$ cat config.mk
export PLATFORM = sky130hd
export DESIGN_NAME = chunk_reassembly_tracker
export DESIGN_NICKNAME = d
export VERILOG_FILES = /design/src/rtl/crt_pkg.sv /design/src/rtl/crt_seen_map.sv /design/src/rtl/chunk_reassembly_tracker.sv
export VERILOG_INCLUDE_DIRS = /design/src /design/src/rtl
export SDC_FILE = /design/constraint.sdc
export NUM_CORES = 2
export LEC_CHECK = 0
export BUFFER_PORTS_ARGS = -buffer_cell sky130_fd_sc_hd__buf_4
export CORE_UTILIZATION = 55
export CTS_CLUSTER_SIZE = 40
export DETAILED_ROUTE_END_ITERATION = 12
export GPL_TIMING_DRIVEN = 0
export PLACE_DENSITY = 0.76
export SLEW_MARGIN = 20
export SYNTH_ARGS = -nofsm -noshare
export SYNTH_HDL_FRONTEND = slang
export SYNTH_HIERARCHICAL = 1
export SYNTH_SLANG_ARGS = --single-unit
$ cat constraint.sdc
create_clock -name clk -period 11.7 [get_ports clk]
set_clock_uncertainty 0.05 [all_clocks]
set_input_delay 0 -clock clk [delete_from_list [all_inputs] [get_ports clk]]
set_output_delay 0 -clock clk [all_outputs]
set_load 0.05 [all_outputs]
$ cat src/rtl/assert_macros.svh
// ---------------------------------------------------------------------------
// assert_macros.svh
// shared concurrent assertion macros, sampled on clk and disabled in reset
// ---------------------------------------------------------------------------
`ifndef ASSERT_MACROS_SVH
`define ASSERT_MACROS_SVH

// same-cycle implication
`define CRT_ASSERT_IMP(lbl, ante, cons) \
	lbl: assert property (@(posedge clk) disable iff (!arst_n) (ante) |-> (cons)) \
		else $error("assertion failed");

// next-cycle implication
`define CRT_ASSERT_NXT(lbl, ante, cons) \
	lbl: assert property (@(posedge clk) disable iff (!arst_n) (ante) |=> (cons)) \
		else $error("assertion failed");

`endif

$ cat src/rtl/crt_pkg.sv
// ---------------------------------------------------------------------------
// crt_pkg
// shared constants and types of the chunk reassembly tracker
// ---------------------------------------------------------------------------
package crt_pkg;

	// header layout and limits
	localparam int MAX_CHUNKS_DEF    = 1024;
	localparam int CHUNK_PAYLOAD_MAX = 1800;
	localparam int HEADER_BYTES      = 28;
	localparam int FORMAT_ONE        = 1;

	// bitmap memory rows
	localparam int ROW_W   = 32;
	localparam int ROW_LSB = $clog2(ROW_W);

	// copy offset widths
	localparam int OFF_W  = 16 + $clog2(CHUNK_PAYLOAD_MAX + 1);
	localparam int COPY_W = 27;

	// config address width (four 32-bit registers)
	localparam int PADDR_W = 4;

	typedef enum logic [3:0] {
		ST_SHORT     = 4'd0,
		ST_TARGET    = 4'd1,
		ST_VERSION   = 4'd2,
		ST_STALE     = 4'd3,
		ST_MALFORMED = 4'd4,
		ST_META_DROP = 4'd5,
		ST_RANGE     = 4'd6,
		ST_ACCEPTED  = 4'd7,
		ST_COMPLETE  = 4'd8
	} status_t;

	typedef enum logic [1:0] {
		REG_LOCAL_PLAYER  = 2'd0,
		REG_CURRENT_LEVEL = 2'd1,
		REG_SECRET_LEVEL  = 2'd2,
		REG_MAP_SEED      = 2'd3
	} reg_idx_t;

	// bitmap update command
	typedef struct packed {
		logic wr;
		logic clr_all;
	} map_cmd_t;

endpackage

$ cat src/rtl/crt_seen_map.sv
// ---------------------------------------------------------------------------
// crt_seen_map
// seen-chunk bitmap: row memory with per-row valid bits for instant clearing
// ---------------------------------------------------------------------------
module crt_seen_map #(
	parameter int ROWS   = 32,
	parameter int ROW_AW = 5
) (
	input  logic                      clk,
	input  logic                      arst_n,
	input  logic                      rd_en,
	input  logic [ROW_AW-1:0]         rd_addr,
	output logic [crt_pkg::ROW_W-1:0] rd_bits,
	input  crt_pkg::map_cmd_t         cmd,
	input  logic [ROW_AW-1:0]         wr_addr,
	input  logic [crt_pkg::ROW_W-1:0] wr_data
);

	logic [crt_pkg::ROW_W-1:0] mem [ROWS];
	logic [ROWS-1:0]           row_vld_q;
	logic [crt_pkg::ROW_W-1:0] rd_row_q;
	logic                      rd_vld_q;

	// row memory, registered read
	always_ff @(posedge clk) begin
		if (cmd.wr) begin
			mem[wr_addr] <= wr_data;
		end
		if (rd_en) begin
			rd_row_q <= mem[rd_addr];
		end
	end

	// row valid bits: a write marks its own row, a clear drops all other rows
	always_ff @(posedge clk or negedge arst_n) begin
		if (!arst_n) begin
			row_vld_q <= '0;
			rd_vld_q  <= 1'b0;
		end else begin
			for (int r = 0; r < ROWS; r++) begin
				if (cmd.wr && (wr_addr == ROW_AW'(r))) begin
					row_vld_q[r] <= 1'b1;
				end else if (cmd.clr_all) begin
					row_vld_q[r] <= 1'b0;
				end
			end
			if (rd_en) begin
				rd_vld_q <= row_vld_q[rd_addr];
			end
		end
	end

	// a row never written since the last clear reads as empty
	assign rd_bits = rd_vld_q ? rd_row_q : '0;

endmodule

$ cat src/rtl/chunk_reassembly_tracker.sv
// ---------------------------------------------------------------------------
// chunk_reassembly_tracker
// checks snapshot chunk headers and tracks the chunks of the current transfer
// ---------------------------------------------------------------------------
// Each header word is handled in an accept cycle and a finish step: in the
// accept cycle the header checks are registered and the bitmap row of the
// chunk is read from the seen-chunk memory; in the finish step the row is
// modified, written back and the result word is loaded into the output
// register, after which the next header is taken. A stalled output holds
// the finish step until the register is free. The bitmap is cleared at once
// via per-row valid bits, so reset and transfer drops need no clearing pass.
`include "assert_macros.svh"

module chunk_reassembly_tracker #(
	parameter int MAX_CHUNKS = crt_pkg::MAX_CHUNKS_DEF
) (
	input  logic                        clk,
	input  logic                        arst_n,
	// configuration port
	input  logic                        psel,
	input  logic                        penable,
	input  logic                        pwrite,
	input  logic [crt_pkg::PADDR_W-1:0] paddr,
	input  logic [31:0]                 pwdata,
	output logic [31:0]                 prdata,
	output logic                        pready,
	// header channel
	input  logic                        hdr_valid,
	output logic                        hdr_stall,
	input  logic [15:0]                 packet_length,
	input  logic [7:0]                  target_player,
	input  logic [7:0]                  format_version,
	input  logic signed [7:0]           chunk_level,
	input  logic [7:0]                  chunk_secret,
	input  logic [31:0]                 chunk_seed,
	input  logic [15:0]                 transfer_id,
	input  logic [15:0]                 chunk_index,
	input  logic [15:0]                 chunk_count,
	input  logic [31:0]                 total_bytes,
	input  logic [31:0]                 snapshot_checksum,
	input  logic [15:0]                 payload_bytes,
	// result channel
	output logic                        res_valid,
	input  logic                        res_stall,
	output logic [3:0]                  status,
	output logic                        new_transfer,
	output logic [crt_pkg::COPY_W-1:0]  copy_offset,
	output logic [15:0]                 chunks_received
);

	localparam int ROWS   = (MAX_CHUNKS + crt_pkg::ROW_W - 1) / crt_pkg::ROW_W;
	localparam int ROW_AW = (ROWS > 1) ? $clog2(ROWS) : 1;
	localparam int OFF_W  = crt_pkg::OFF_W;
	localparam logic [OFF_W-1:0] CPM_V = OFF_W'(crt_pkg::CHUNK_PAYLOAD_MAX);

	// config registers
	logic [7:0]        local_player_q;
	logic signed [7:0] current_level_q;
	logic              secret_level_q;
	logic [31:0]       map_seed_q;
	crt_pkg::reg_idx_t reg_idx;
	logic              cfg_wr;

	// transfer state
	logic        active_q;
	logic [7:0]  held_level_q;
	logic        held_secret_q;
	logic [31:0] held_seed_q;
	logic [15:0] held_tid_q;
	logic [15:0] held_count_q;
	logic [31:0] held_total_q;
	logic [31:0] held_csum_q;
	logic [15:0] seen_q;

	// stage 1 registers
	logic                         busy_q;
	logic                         rej_s1;
	crt_pkg::status_t             rej_code_s1;
	logic [7:0]                   level_s1;
	logic                         secret_s1;
	logic [31:0]                  seed_s1;
	logic [15:0]                  tid_s1;
	logic [15:0]                  count_s1;
	logic [31:0]                  total_s1;
	logic [31:0]                  csum_s1;
	logic [15:0]                  payload_s1;
	logic [OFF_W-1:0]             offset_s1;
	logic [ROW_AW-1:0]            row_s1;
	logic [crt_pkg::ROW_LSB-1:0]  bit_s1;

	// output register
	logic                         out_vld_q;
	crt_pkg::status_t             status_q;
	logic                         new_q;
	logic [crt_pkg::COPY_W-1:0]   offset_q;
	logic [15:0]                  cnt_q;

	// handshake and checks
	logic             hdr_acc;
	logic             finish;
	logic             c_short;
	logic             c_target;
	logic             c_version;
	logic             c_stale;
	logic             c_malformed;
	crt_pkg::status_t rej_code;

	// finish-step evaluation
	logic [crt_pkg::ROW_W-1:0] rd_bits;
	logic [crt_pkg::ROW_W-1:0] wr_row;
	crt_pkg::map_cmd_t         map_cmd;
	logic                      fresh;
	logic                      meta_bad;
	logic                      range_bad;
	logic                      seen_bit;
	logic [15:0]               new_seen;
	logic [15:0]               count_eff;
	logic [31:0]               total_eff;
	logic                      complete;
	logic [32:0]               end_byte;
	crt_pkg::status_t          st;
	logic                      clear_all;
	logic                      take;

	// configuration port
	assign pready  = 1'b1;
	assign reg_idx = crt_pkg::reg_idx_t'(paddr[3:2]);
	assign cfg_wr  = psel && penable && pwrite && pready;

	always_ff @(posedge clk or negedge arst_n) begin
		if (!arst_n) begin
			local_player_q  <= '0;
			current_level_q <= '0;
			secret_level_q  <= 1'b0;
			map_seed_q      <= '0;
		end else if (cfg_wr) begin
			unique case (reg_idx)
				crt_pkg::REG_LOCAL_PLAYER:  local_player_q  <= pwdata[7:0];
				crt_pkg::REG_CURRENT_LEVEL: current_level_q <= pwdata[7:0];
				crt_pkg::REG_SECRET_LEVEL:  secret_level_q  <= pwdata[0];
				crt_pkg::REG_MAP_SEED:      map_seed_q      <= pwdata;
				default: ;
			endcase
		end
	end

	always_comb begin
		unique case (reg_idx)
			crt_pkg::REG_LOCAL_PLAYER:  prdata = {24'b0, local_player_q};
			crt_pkg::REG_CURRENT_LEVEL: prdata = {24'b0, current_level_q};
			crt_pkg::REG_SECRET_LEVEL:  prdata = {31'b0, secret_level_q};
			crt_pkg::REG_MAP_SEED:      prdata = map_seed_q;
			default:                    prdata = '0;
		endcase
	end

	// one header in flight; the next waits until the row is written back
	assign hdr_stall = busy_q;
	assign hdr_acc   = hdr_valid && !busy_q;
	assign finish    = busy_q && (!out_vld_q || !res_stall);

	// header checks, in priority order
	always_comb begin
		c_short   = packet_length < 16'(crt_pkg::HEADER_BYTES);
		c_target  = target_player != local_player_q;
		c_version = format_version != 8'(crt_pkg::FORMAT_ONE);
		c_stale   = (chunk_level != current_level_q)
			|| ((chunk_secret != 8'd0) != secret_level_q)
			|| (chunk_seed != map_seed_q);
		c_malformed = (chunk_count == 16'd0) || (chunk_index >= chunk_count)
			|| ({1'b0, chunk_count} > 17'(MAX_CHUNKS))
			|| ({1'b0, packet_length} != 17'(crt_pkg::HEADER_BYTES) + {1'b0, payload_bytes});
		if (c_short) begin
			rej_code = crt_pkg::ST_SHORT;
		end else if (c_target) begin
			rej_code = crt_pkg::ST_TARGET;
		end else if (c_version) begin
			rej_code = crt_pkg::ST_VERSION;
		end else if (c_stale) begin
			rej_code = crt_pkg::ST_STALE;
		end else begin
			rej_code = crt_pkg::ST_MALFORMED;
		end
	end

	// stage 1 capture
	always_ff @(posedge clk or negedge arst_n) begin
		if (!arst_n) begin
			busy_q <= 1'b0;
		end else if (hdr_acc) begin
			busy_q <= 1'b1;
		end else if (finish) begin
			busy_q <= 1'b0;
		end
	end

	always_ff @(posedge clk) begin
		if (hdr_acc) begin
			rej_s1      <= c_short || c_target || c_version || c_stale || c_malformed;
			rej_code_s1 <= rej_code;
			level_s1    <= chunk_level;
			secret_s1   <= chunk_secret != 8'd0;
			seed_s1     <= chunk_seed;
			tid_s1      <= transfer_id;
			count_s1    <= chunk_count;
			total_s1    <= total_bytes;
			csum_s1     <= snapshot_checksum;
			payload_s1  <= payload_bytes;
			offset_s1   <= OFF_W'(chunk_index) * CPM_V;
			row_s1      <= ROW_AW'(chunk_index >> crt_pkg::ROW_LSB);
			bit_s1      <= chunk_index[crt_pkg::ROW_LSB-1:0];
		end
	end

	// bitmap memory, read in the accept cycle
	crt_seen_map #(
		.ROWS   (ROWS),
		.ROW_AW (ROW_AW)
	) u_seen_map (
		.clk     (clk),
		.arst_n  (arst_n),
		.rd_en   (hdr_acc),
		.rd_addr (ROW_AW'(chunk_index >> crt_pkg::ROW_LSB)),
		.rd_bits (rd_bits),
		.cmd     (map_cmd),
		.wr_addr (row_s1),
		.wr_data (wr_row)
	);

	// transfer identity, metadata, range and count evaluation
	always_comb begin
		fresh = !active_q || (held_tid_q != tid_s1) || (held_level_q != level_s1)
			|| (held_secret_q != secret_s1) || (held_seed_q != seed_s1);
		meta_bad = !fresh && ((held_count_q != count_s1) || (held_total_q != total_s1)
			|| (held_csum_q != csum_s1));
		total_eff = fresh ? total_s1 : held_total_q;
		count_eff = fresh ? count_s1 : held_count_q;
		end_byte  = 33'(offset_s1) + 33'(payload_s1);
		range_bad = end_byte > {1'b0, total_eff};
		seen_bit  = !fresh && rd_bits[bit_s1];
		new_seen  = (fresh ? 16'd0 : seen_q) + {15'b0, !seen_bit};
		complete  = new_seen == count_eff;
		wr_row    = (fresh ? '0 : rd_bits) | (crt_pkg::ROW_W'(1) << bit_s1);

		if (rej_s1) begin
			st = rej_code_s1;
		end else if (meta_bad) begin
			st = crt_pkg::ST_META_DROP;
		end else if (range_bad) begin
			st = crt_pkg::ST_RANGE;
		end else if (complete) begin
			st = crt_pkg::ST_COMPLETE;
		end else begin
			st = crt_pkg::ST_ACCEPTED;
		end

		take      = finish && (st == crt_pkg::ST_ACCEPTED);
		clear_all = finish && !rej_s1 && (fresh || st != crt_pkg::ST_ACCEPTED);
		map_cmd.wr      = take;
		map_cmd.clr_all = clear_all;
	end

	// transfer state update
	always_ff @(posedge clk or negedge arst_n) begin
		if (!arst_n) begin
			active_q      <= 1'b0;
			held_level_q  <= '0;
			held_secret_q <= 1'b0;
			held_seed_q   <= '0;
			held_tid_q    <= '0;
			held_count_q  <= '0;
			held_total_q  <= '0;
			held_csum_q   <= '0;
			seen_q        <= '0;
		end else if (take) begin
			active_q      <= 1'b1;
			held_level_q  <= level_s1;
			held_secret_q <= secret_s1;
			held_seed_q   <= seed_s1;
			held_tid_q    <= tid_s1;
			held_count_q  <= count_s1;
			held_total_q  <= total_s1;
			held_csum_q   <= csum_s1;
			seen_q        <= new_seen;
		end else if (clear_all) begin
			active_q      <= 1'b0;
			held_level_q  <= '0;
			held_secret_q <= 1'b0;
			held_seed_q   <= '0;
			held_tid_q    <= '0;
			held_count_q  <= '0;
			held_total_q  <= '0;
			held_csum_q   <= '0;
			seen_q        <= '0;
		end
	end

	// output register
	always_ff @(posedge clk or negedge arst_n) begin
		if (!arst_n) begin
			out_vld_q <= 1'b0;
		end else if (finish) begin
			out_vld_q <= 1'b1;
		end else if (!res_stall) begin
			out_vld_q <= 1'b0;
		end
	end

	always_ff @(posedge clk) begin
		if (finish) begin
			status_q <= st;
			if (rej_s1) begin
				new_q    <= 1'b0;
				offset_q <= '0;
				cnt_q    <= seen_q;
			end else if (meta_bad) begin
				new_q    <= 1'b0;
				offset_q <= '0;
				cnt_q    <= '0;
			end else if (range_bad) begin
				new_q    <= fresh;
				offset_q <= crt_pkg::COPY_W'(offset_s1);
				cnt_q    <= '0;
			end else begin
				new_q    <= fresh;
				offset_q <= crt_pkg::COPY_W'(offset_s1);
				cnt_q    <= new_seen;
			end
		end
	end

	assign res_valid       = out_vld_q;
	assign status          = status_q;
	assign new_transfer    = new_q;
	assign copy_offset     = offset_q;
	assign chunks_received = cnt_q;

	// checks on the tracker state
	`CRT_ASSERT_IMP(a_idle_empty, !active_q, seen_q == 16'd0)
	`CRT_ASSERT_IMP(a_count_bound, active_q, seen_q <= held_count_q)
	`CRT_ASSERT_NXT(a_done_loads_out, finish, res_valid && !busy_q)
	`CRT_ASSERT_NXT(a_complete_clears, finish && st == crt_pkg::ST_COMPLETE,
		!active_q && seen_q == 16'd0)

endmodule
# Word level (Yosys, flattened, before mapping)
# Memories as Yosys holds them, arrays and structs flattened. A register that Yosys moved wholly into a read port is not among the register bits.
# Index checks and enable logic that the tools add are counted.
# word_totals
reg_bits	474
latchBits	0
ramBits	1024
rom_bits	0
output_inout_bits	83
wordCells	312
n_memories	1
# mem_list
memory	words	width	read_ports	rd_clocked_by_memory_dff	wr	line	text
u_seen_map.mem	32	32	1	1	1	crt_seen_map.sv:19	logic [crt_pkg::ROW_W-1:0] mem [ROWS];
# op_classes
n_addsub	3
multipliers	1
n_div	0
order_cmp	6
eq_ne	51
shift	1
mux	71
bitwise	1
n_reduce_logical	110
# ops
op	count
$mux W32	7
$mux W16	9
$ne A32 B32 Y1	4
$pmux W32 S4	1
$eq A5 B5 Y1 const B	16
$reduce_bool A2 Y1	34
$mux W1	44
$logic_and A1 B1 Y1	41
$eq A5 B4 Y1 const B	8
$gt A28 B32 Y1	1
$ne A16 B16 Y1	2
$or A32 B32 Y32	1
$shl A1 B5 Y32 const A	1
$add A27 B16 Y28	1
$mul A16 B8 Y24 const B	1
$ne A8 B8 Y1	3
$eq A5 B3 Y1 const B	4
$add A5 B16 Y17 const A	1
$logic_or A1 B1 Y1	17
$ne A16 B17 Y1	1
$add A16 B1 Y16	1
$eq A16 B16 Y1	1
$ge A16 B16 Y1	1
$gt A16 B11 Y1 const B	1
24 further kinds	43

# Logic depth before layout (Yosys ltp)
# logic_depth
depth_word	19
mapped_depth	28

# Hierarchy
# The synthesis kept the hierarchy.
# by_module_without_submodules
mod	instances	cells_each	area_per_inst_um2	seq_area_each_um2
crt_seen_map	1	1717	41586.1	32536.2
chunk_reassembly_tracker	1	2251	24294.6	12066.6

# Worst setup path before layout
# OpenSTA, ideal clock, no wires.
# synth_path
kind	reg-to-reg
from	register busy_q, in the netlist hdr_stall
to	register u_seen_map.rd_vld_q
setup_ps	634
arrival_time_ps	10864
path_slack_ps	152
path_stages_with_launch	3
path_buffers	0
synth_period_minus_slack_ps	11548
path_cell_list	dfrtp_1 > nor2b_1 > a41oi_1
# synth_via
elab_chain_len	2
# synth_lines
item	line	text
start, declared	chunk_reassembly_tracker.sv:76	logic busy_q;
start signal, assigned	chunk_reassembly_tracker.sv:189	busy_q <= 1'b0;
start signal, assigned	chunk_reassembly_tracker.sv:191	busy_q <= 1'b1;
start signal, assigned	chunk_reassembly_tracker.sv:193	busy_q <= 1'b0;
$logic_not A1 Y1	chunk_reassembly_tracker.sv:159	assign hdr_acc = hdr_valid && !busy_q;
$logic_and A1 B1 Y1	chunk_reassembly_tracker.sv:159	
via hdr_acc	chunk_reassembly_tracker.sv:99	logic hdr_acc;
end signal, assigned	crt_seen_map.sv:48	rd_vld_q <= row_vld_q[rd_addr];
end, declared	crt_seen_map.sv:22	logic rd_vld_q;
# The timed path passes the listed nets, and every way through them passes these cells.
# A chain may end at the register's enable or synchronous reset.

# Worst setup path in the final report
# layout_path
from	register tid_s1[13]
to	memory u_seen_map/mem[7][12] in the netlist's numbering, enable pin
# layout_via
elab_chain_len	18
# layout_lines
item	line	text
start, declared	chunk_reassembly_tracker.sv:82	logic [15:0] tid_s1;
start signal, assigned	chunk_reassembly_tracker.sv:204	tid_s1 <= transfer_id;
$ne A16 B16 Y1 *	chunk_reassembly_tracker.sv:232	fresh = !active_q || (held_tid_q != tid_s1) || (held_level_q != level_s1)
$logic_or A1 B1 Y1 * (2 in a row)	chunk_reassembly_tracker.sv:232	
$logic_or A1 B1 Y1 * (2 in a row)	chunk_reassembly_tracker.sv:233	|| (held_secret_q != secret_s1) || (held_seed_q != seed_s1);
$logic_not A1 Y1	chunk_reassembly_tracker.sv:234, chunk_reassembly_tracker.sv:240	
$logic_and A1 B1 Y1	chunk_reassembly_tracker.sv:240	seen_bit = !fresh && rd_bits[bit_s1];
$logic_not A1 Y1	chunk_reassembly_tracker.sv:241	new_seen = (fresh ? 16'd0 : seen_q) + {15'b0, !seen_bit};
$add A16 B1 Y16	chunk_reassembly_tracker.sv:241	
$eq A16 B16 Y1	chunk_reassembly_tracker.sv:242	complete = new_seen == count_eff;
$mux W4	chunk_reassembly_tracker.sv:251	end else if (complete) begin
$mux W4	chunk_reassembly_tracker.sv:249	end else if (range_bad) begin
$mux W4 *	chunk_reassembly_tracker.sv:247	end else if (meta_bad) begin
$mux W4 *	chunk_reassembly_tracker.sv:245	if (rej_s1) begin
$eq A4 B3 Y1 *	chunk_reassembly_tracker.sv:257	take = finish && (st == crt_pkg::ST_ACCEPTED);
$logic_and A1 B1 Y1 *	chunk_reassembly_tracker.sv:257	
via take	chunk_reassembly_tracker.sv:123	logic take;
$mux W1 *	crt_seen_map.sv:26	if (cmd.wr) begin
$mux W1 (implied by the code) *	crt_seen_map.sv:27	mem[wr_addr] <= wr_data;
end, declared	crt_seen_map.sv:19	
# Mark *: on every way through the listed nets, which the timed path passes. The rest lies on a longest branch.

==> impl_metrics.py <==
metrics = {
    "synthesis": {
        "synthCells": 3968,
        "yosysWarnings": 6,
        "ys.flop_type": "edfxtp_1",
        "yosysSeqAreaShare_pct": 67.7,
        "synthDistinctLibCells": 71,
        "synth_async_sr_flop_share_pct": 15.6,
        "ys_seq_elements": 1525,
        "synthesis.area_um2": 65900,
        "synth_area_per_cell_um2": 16.6,
        "synth-edff-count": 1287,
    },
    "timing": {
        "min_period_ns": 10.44,
        "fin_crit_sh_pct": 89.2,
        "worstMarginPinSlew_ns": 1.30,
        "finalHoldViolCount": 0,
        "holdWs_ns": 0.0346,
        "drv_slew": 0,
        "rsz0062_at_grt": "no",
        "fmax_ghz": 0.0958,
        "setup_viol": 0,
        "relSlewSlack_pct": 13.4,
    },
    "clock_network": {
        "cts.sinks": 1525,
        "cts_buffers": 154,
        "clk_pin_slew_ns": 0.06,
        "clock_path_buffers": 3,
        "htreeDepth": 4,
        "cts_tree": "yes",
        "cts_root_buf": "clkbuf_16",
        "clk-insertion-delay-late_ns": 0.81,
    },
    "finish": {
        "nets": 5348,
        "final_cells": 6687,
        "drive_above_1_share_pct": 23.5,
        "areaGrowthSynthToFinish_pct": 23.4,
    },
    "placed_design": {
        "place_hpwl_um": 127000,
        "routabilityCongestion": 0.990,
        "port_buffers": 325,
        "placed_cells": 5977,
    },
    "pwr": {
        "vdd_drop_max_mv": 0.181,
        "p_per_area_nw_per_um2": 183,
        "cellLeakagePower_uw": 0.0301,
    },
    "global_routing": {
        "grt_pass1_vias": 44100,
        "grt_usage_pct": 33.5,
        "antenna_found_initial": 10,
        "grt_max_degree": 75,
        "overflow": 0,
        "grt_pass1_wl_um": 293000,
    },
    "worst_setup_path": {
        "cp_slowest_stage_delay_ns": 0.80,
        "path_class": "reg2reg",
        "crit_buf_inv": 6,
        "r2r.worst_path.cells": 24,
        "worst-path-stages": 24,
        "ff2ff_setup_slack_ns": 1.26,
        "crit_slowest_cell": "nor2_4",
        "crit_required_ns": 12.12,
        "cp-startpoint": "tid_s1[13]$_DFFE_PP_",
        "worstPathCellList": "xnor2_1, nand4_1, nor4_1, nand4_1, nor3_4, clkbuf_2, clkbuf_1, mux2i_1, ha_1, and3_1, a221oi_1, o21ai_0, a211o_1, a211oi_1, o31ai_1, o21ai_2, and2_1, buf_2, buf_6, buf_2, nor2b_1, nand3_1, nor2_4, buf_12",
        "worst_r2r_endpoint": "u_seen_map/mem[7][12]$_DFFE_PP_",
        "end_kind": "flip-flop",
        "crit_arrival_ns": 10.86,
        "cp-start-kind": "flip-flop",
        "reg2reg_from": "tid_s1[13]$_DFFE_PP_",
        "crit_path_end": "u_seen_map/mem[7][12]$_DFFE_PP_",
        "crit_fanout": 18,
        "path_delay_family": "simple AND/OR/NAND/NOR gates",
    },
    "die": {
        "die_w_um": 348,
        "initial_core_util_pct": 55.6,
        "core-area_um2": 118000,
        "pin_count": 334,
        "num_rows": 126,
        "die_area_um2": 121000,
        "die_h_um": 348,
    },
    "routing": {
        "detail-route-antenna-nets": 0,
        "drtIter0Drc": 6222,
        "vias": 43500,
        "wl_um": 202000,
        "vias_per_cell": 6.50,
        "wire_per_inst_um": 30.2,
        "drc": 0,
        "dr.pass1.iters": 10,
    },
    "run": {
        "maxCapViolations": 0,
    },
    "status": {
        "status": "completed",
    },
    "worst_hold_path": {
        "hold_class": "in2reg",
    },
}
## where the power goes
part           switching (uW)  internal [uW]
Sequential                469           6510
Clock                    2120           2760
Combinational            1820           1210
Total                    4400          10500
## layer usage
metal	up-vias	part of all wire [%]	GRT usage (%)
met5	-	0.020	0.160
met1	21600	35	42.7
met2	3557	47	53.4
met3	832	12	7.87
li1	17400	-	-
met4	6	6.3	18.3
## repair_timing
item / CTS / global route
hold endpoints to repair: 542 / 0
resized for setup: 0 / 0
hold buffers: 417 / 0
buffers inserted: 0 / 0
## through the flow
| step | util [%] | power (uW) | TNS [ns] | setup slack (ns) | cell area [um2] |
|---|---|---|---|---|---|
| detailed placement | 61.0 | 9790 | 0 | 1.80 | 72200 |
| CTS | 68.7 | 14700 | 0 | 1.70 | 81300 |
| floorplan | - | 8820 | 0 | 0.152 | 65900 |
| global placement | 59.4 | 9730 | -1372.89 | -5.41 | 70300 |
| finish | 68.7 | 14900 | 0 | 1.26 | 81300 |
| global route | 68.7 | 15300 | 0 | 1.28 | 81300 |
## flip-flops by register name, summed over array words and instances, names as in the netlist, 24 cells and up
| name | flops |
|---|---|
| copy_offset | 24 |
| u_seen_map/mem | 1024 |
| u_seen_map/rd_row_q | 32 |
| csum_s1 | 32 |
| held_total_q | 32 |
| u_seen_map/row_vld_q | 32 |
| seed_s1 | 32 |
| held_seed_q | 32 |
| map_seed_q | 32 |
| total_s1 | 32 |
| held_csum_q | 32 |
## worst min path at each step
stage | cells past startpoint | from | endpoint | slack (ns)
2_1_floorplan | 0 | arst_n | active_q$_DFFE_PN0P_ | -0.35
3_3_place_gp | 1 | total_bytes[10] | total_s1[10]$_DFFE_PP_ | 0.13
3_5_place_dp | 1 | arst_n | seen_q[6]$_DFFE_PN0P_ | -0.12
4_1_cts | 2 | chunk_index[2] | bit_s1[2]$_DFFE_PP_ | 0.004
5_1_grt | 2 | chunk_index[2] | bit_s1[2]$_DFFE_PP_ | 0.05
6_report | 2 | chunk_index[2] | bit_s1[2]$_DFFE_PP_ | 0.03
## cell type report
type	count	area, um2
clock buffers	202	4210
diodes	11	27.5
well taps	1600	2000
flip-flops and latches	1525	44600
plain buffers	207	955
inverters	134	503
repair buffers	825	8120
multi-input cells	2104	20200
clock inverters	79	681
fillers	7118	37100
## cells by family (layout without fill, tap and decap cells)
group / after synthesis / in the layout / share of synthesized area, %
adders and majority gates: 146 / 146 / 3.06
other: 2 / 15 / 0.0114
xor gates and xnor gates: 245 / 245 / 3.26
DFF: 1525 / 1525 / 67.7
AOI/OAI and AO/OA: 437 / 437 / 4.10
and+or+nand+nor: 810 / 810 / 6.20
muxes: 462 / 462 / 13.5
buffers and inverters: 341 / 1447 / 2.20
## cell usage after synthesis, drive strengths merged, types with 85 or more instances
cell type  number  area, um2
clkbuf        132        495
o21ai         208       1040
xnor2         128       1120
xor2          117       1020
nor2           86        323
ha            121       1510
nand2         235        882
mux4          331       7450
nand3         176        881
edfxtp       1287      38600
dfrtp         238       5960
inv           134        503
mux2           85        957
## cells in the final DEF (no fill, tap or decap), drive strengths merged, types with 6 or more instances in the layout
cell type	Yosys	final
a211oi	9	9
a21o	24	24
a21oi	59	59
a31oi	8	8
and2	66	66
and3	32	32
buf	75	482
bufinv	0	10
clkbuf	132	336
clkinv	0	59
dfrtp	238	238
diode	0	11
dlygate4sd3	0	416
edfxtp	1287	1287
fa	25	25
ha	121	121
inv	134	139
mux2	85	85
mux2i	46	46
mux4	331	331
nand2	235	235
nand2b	25	25
nand3	176	176
nand4	46	46
nor2	86	86
nor2b	18	18
nor3	29	29
nor3b	7	7
nor4	49	49
o211ai	8	8
o21ai	208	208
o21bai	9	9
o22ai	40	40
o2bb2ai	6	6
o31ai	23	23
or2	7	7
or3	10	10
xnor2	128	128
xor2	117	117
Note: power is estimated with default switching activity, not from simulation.
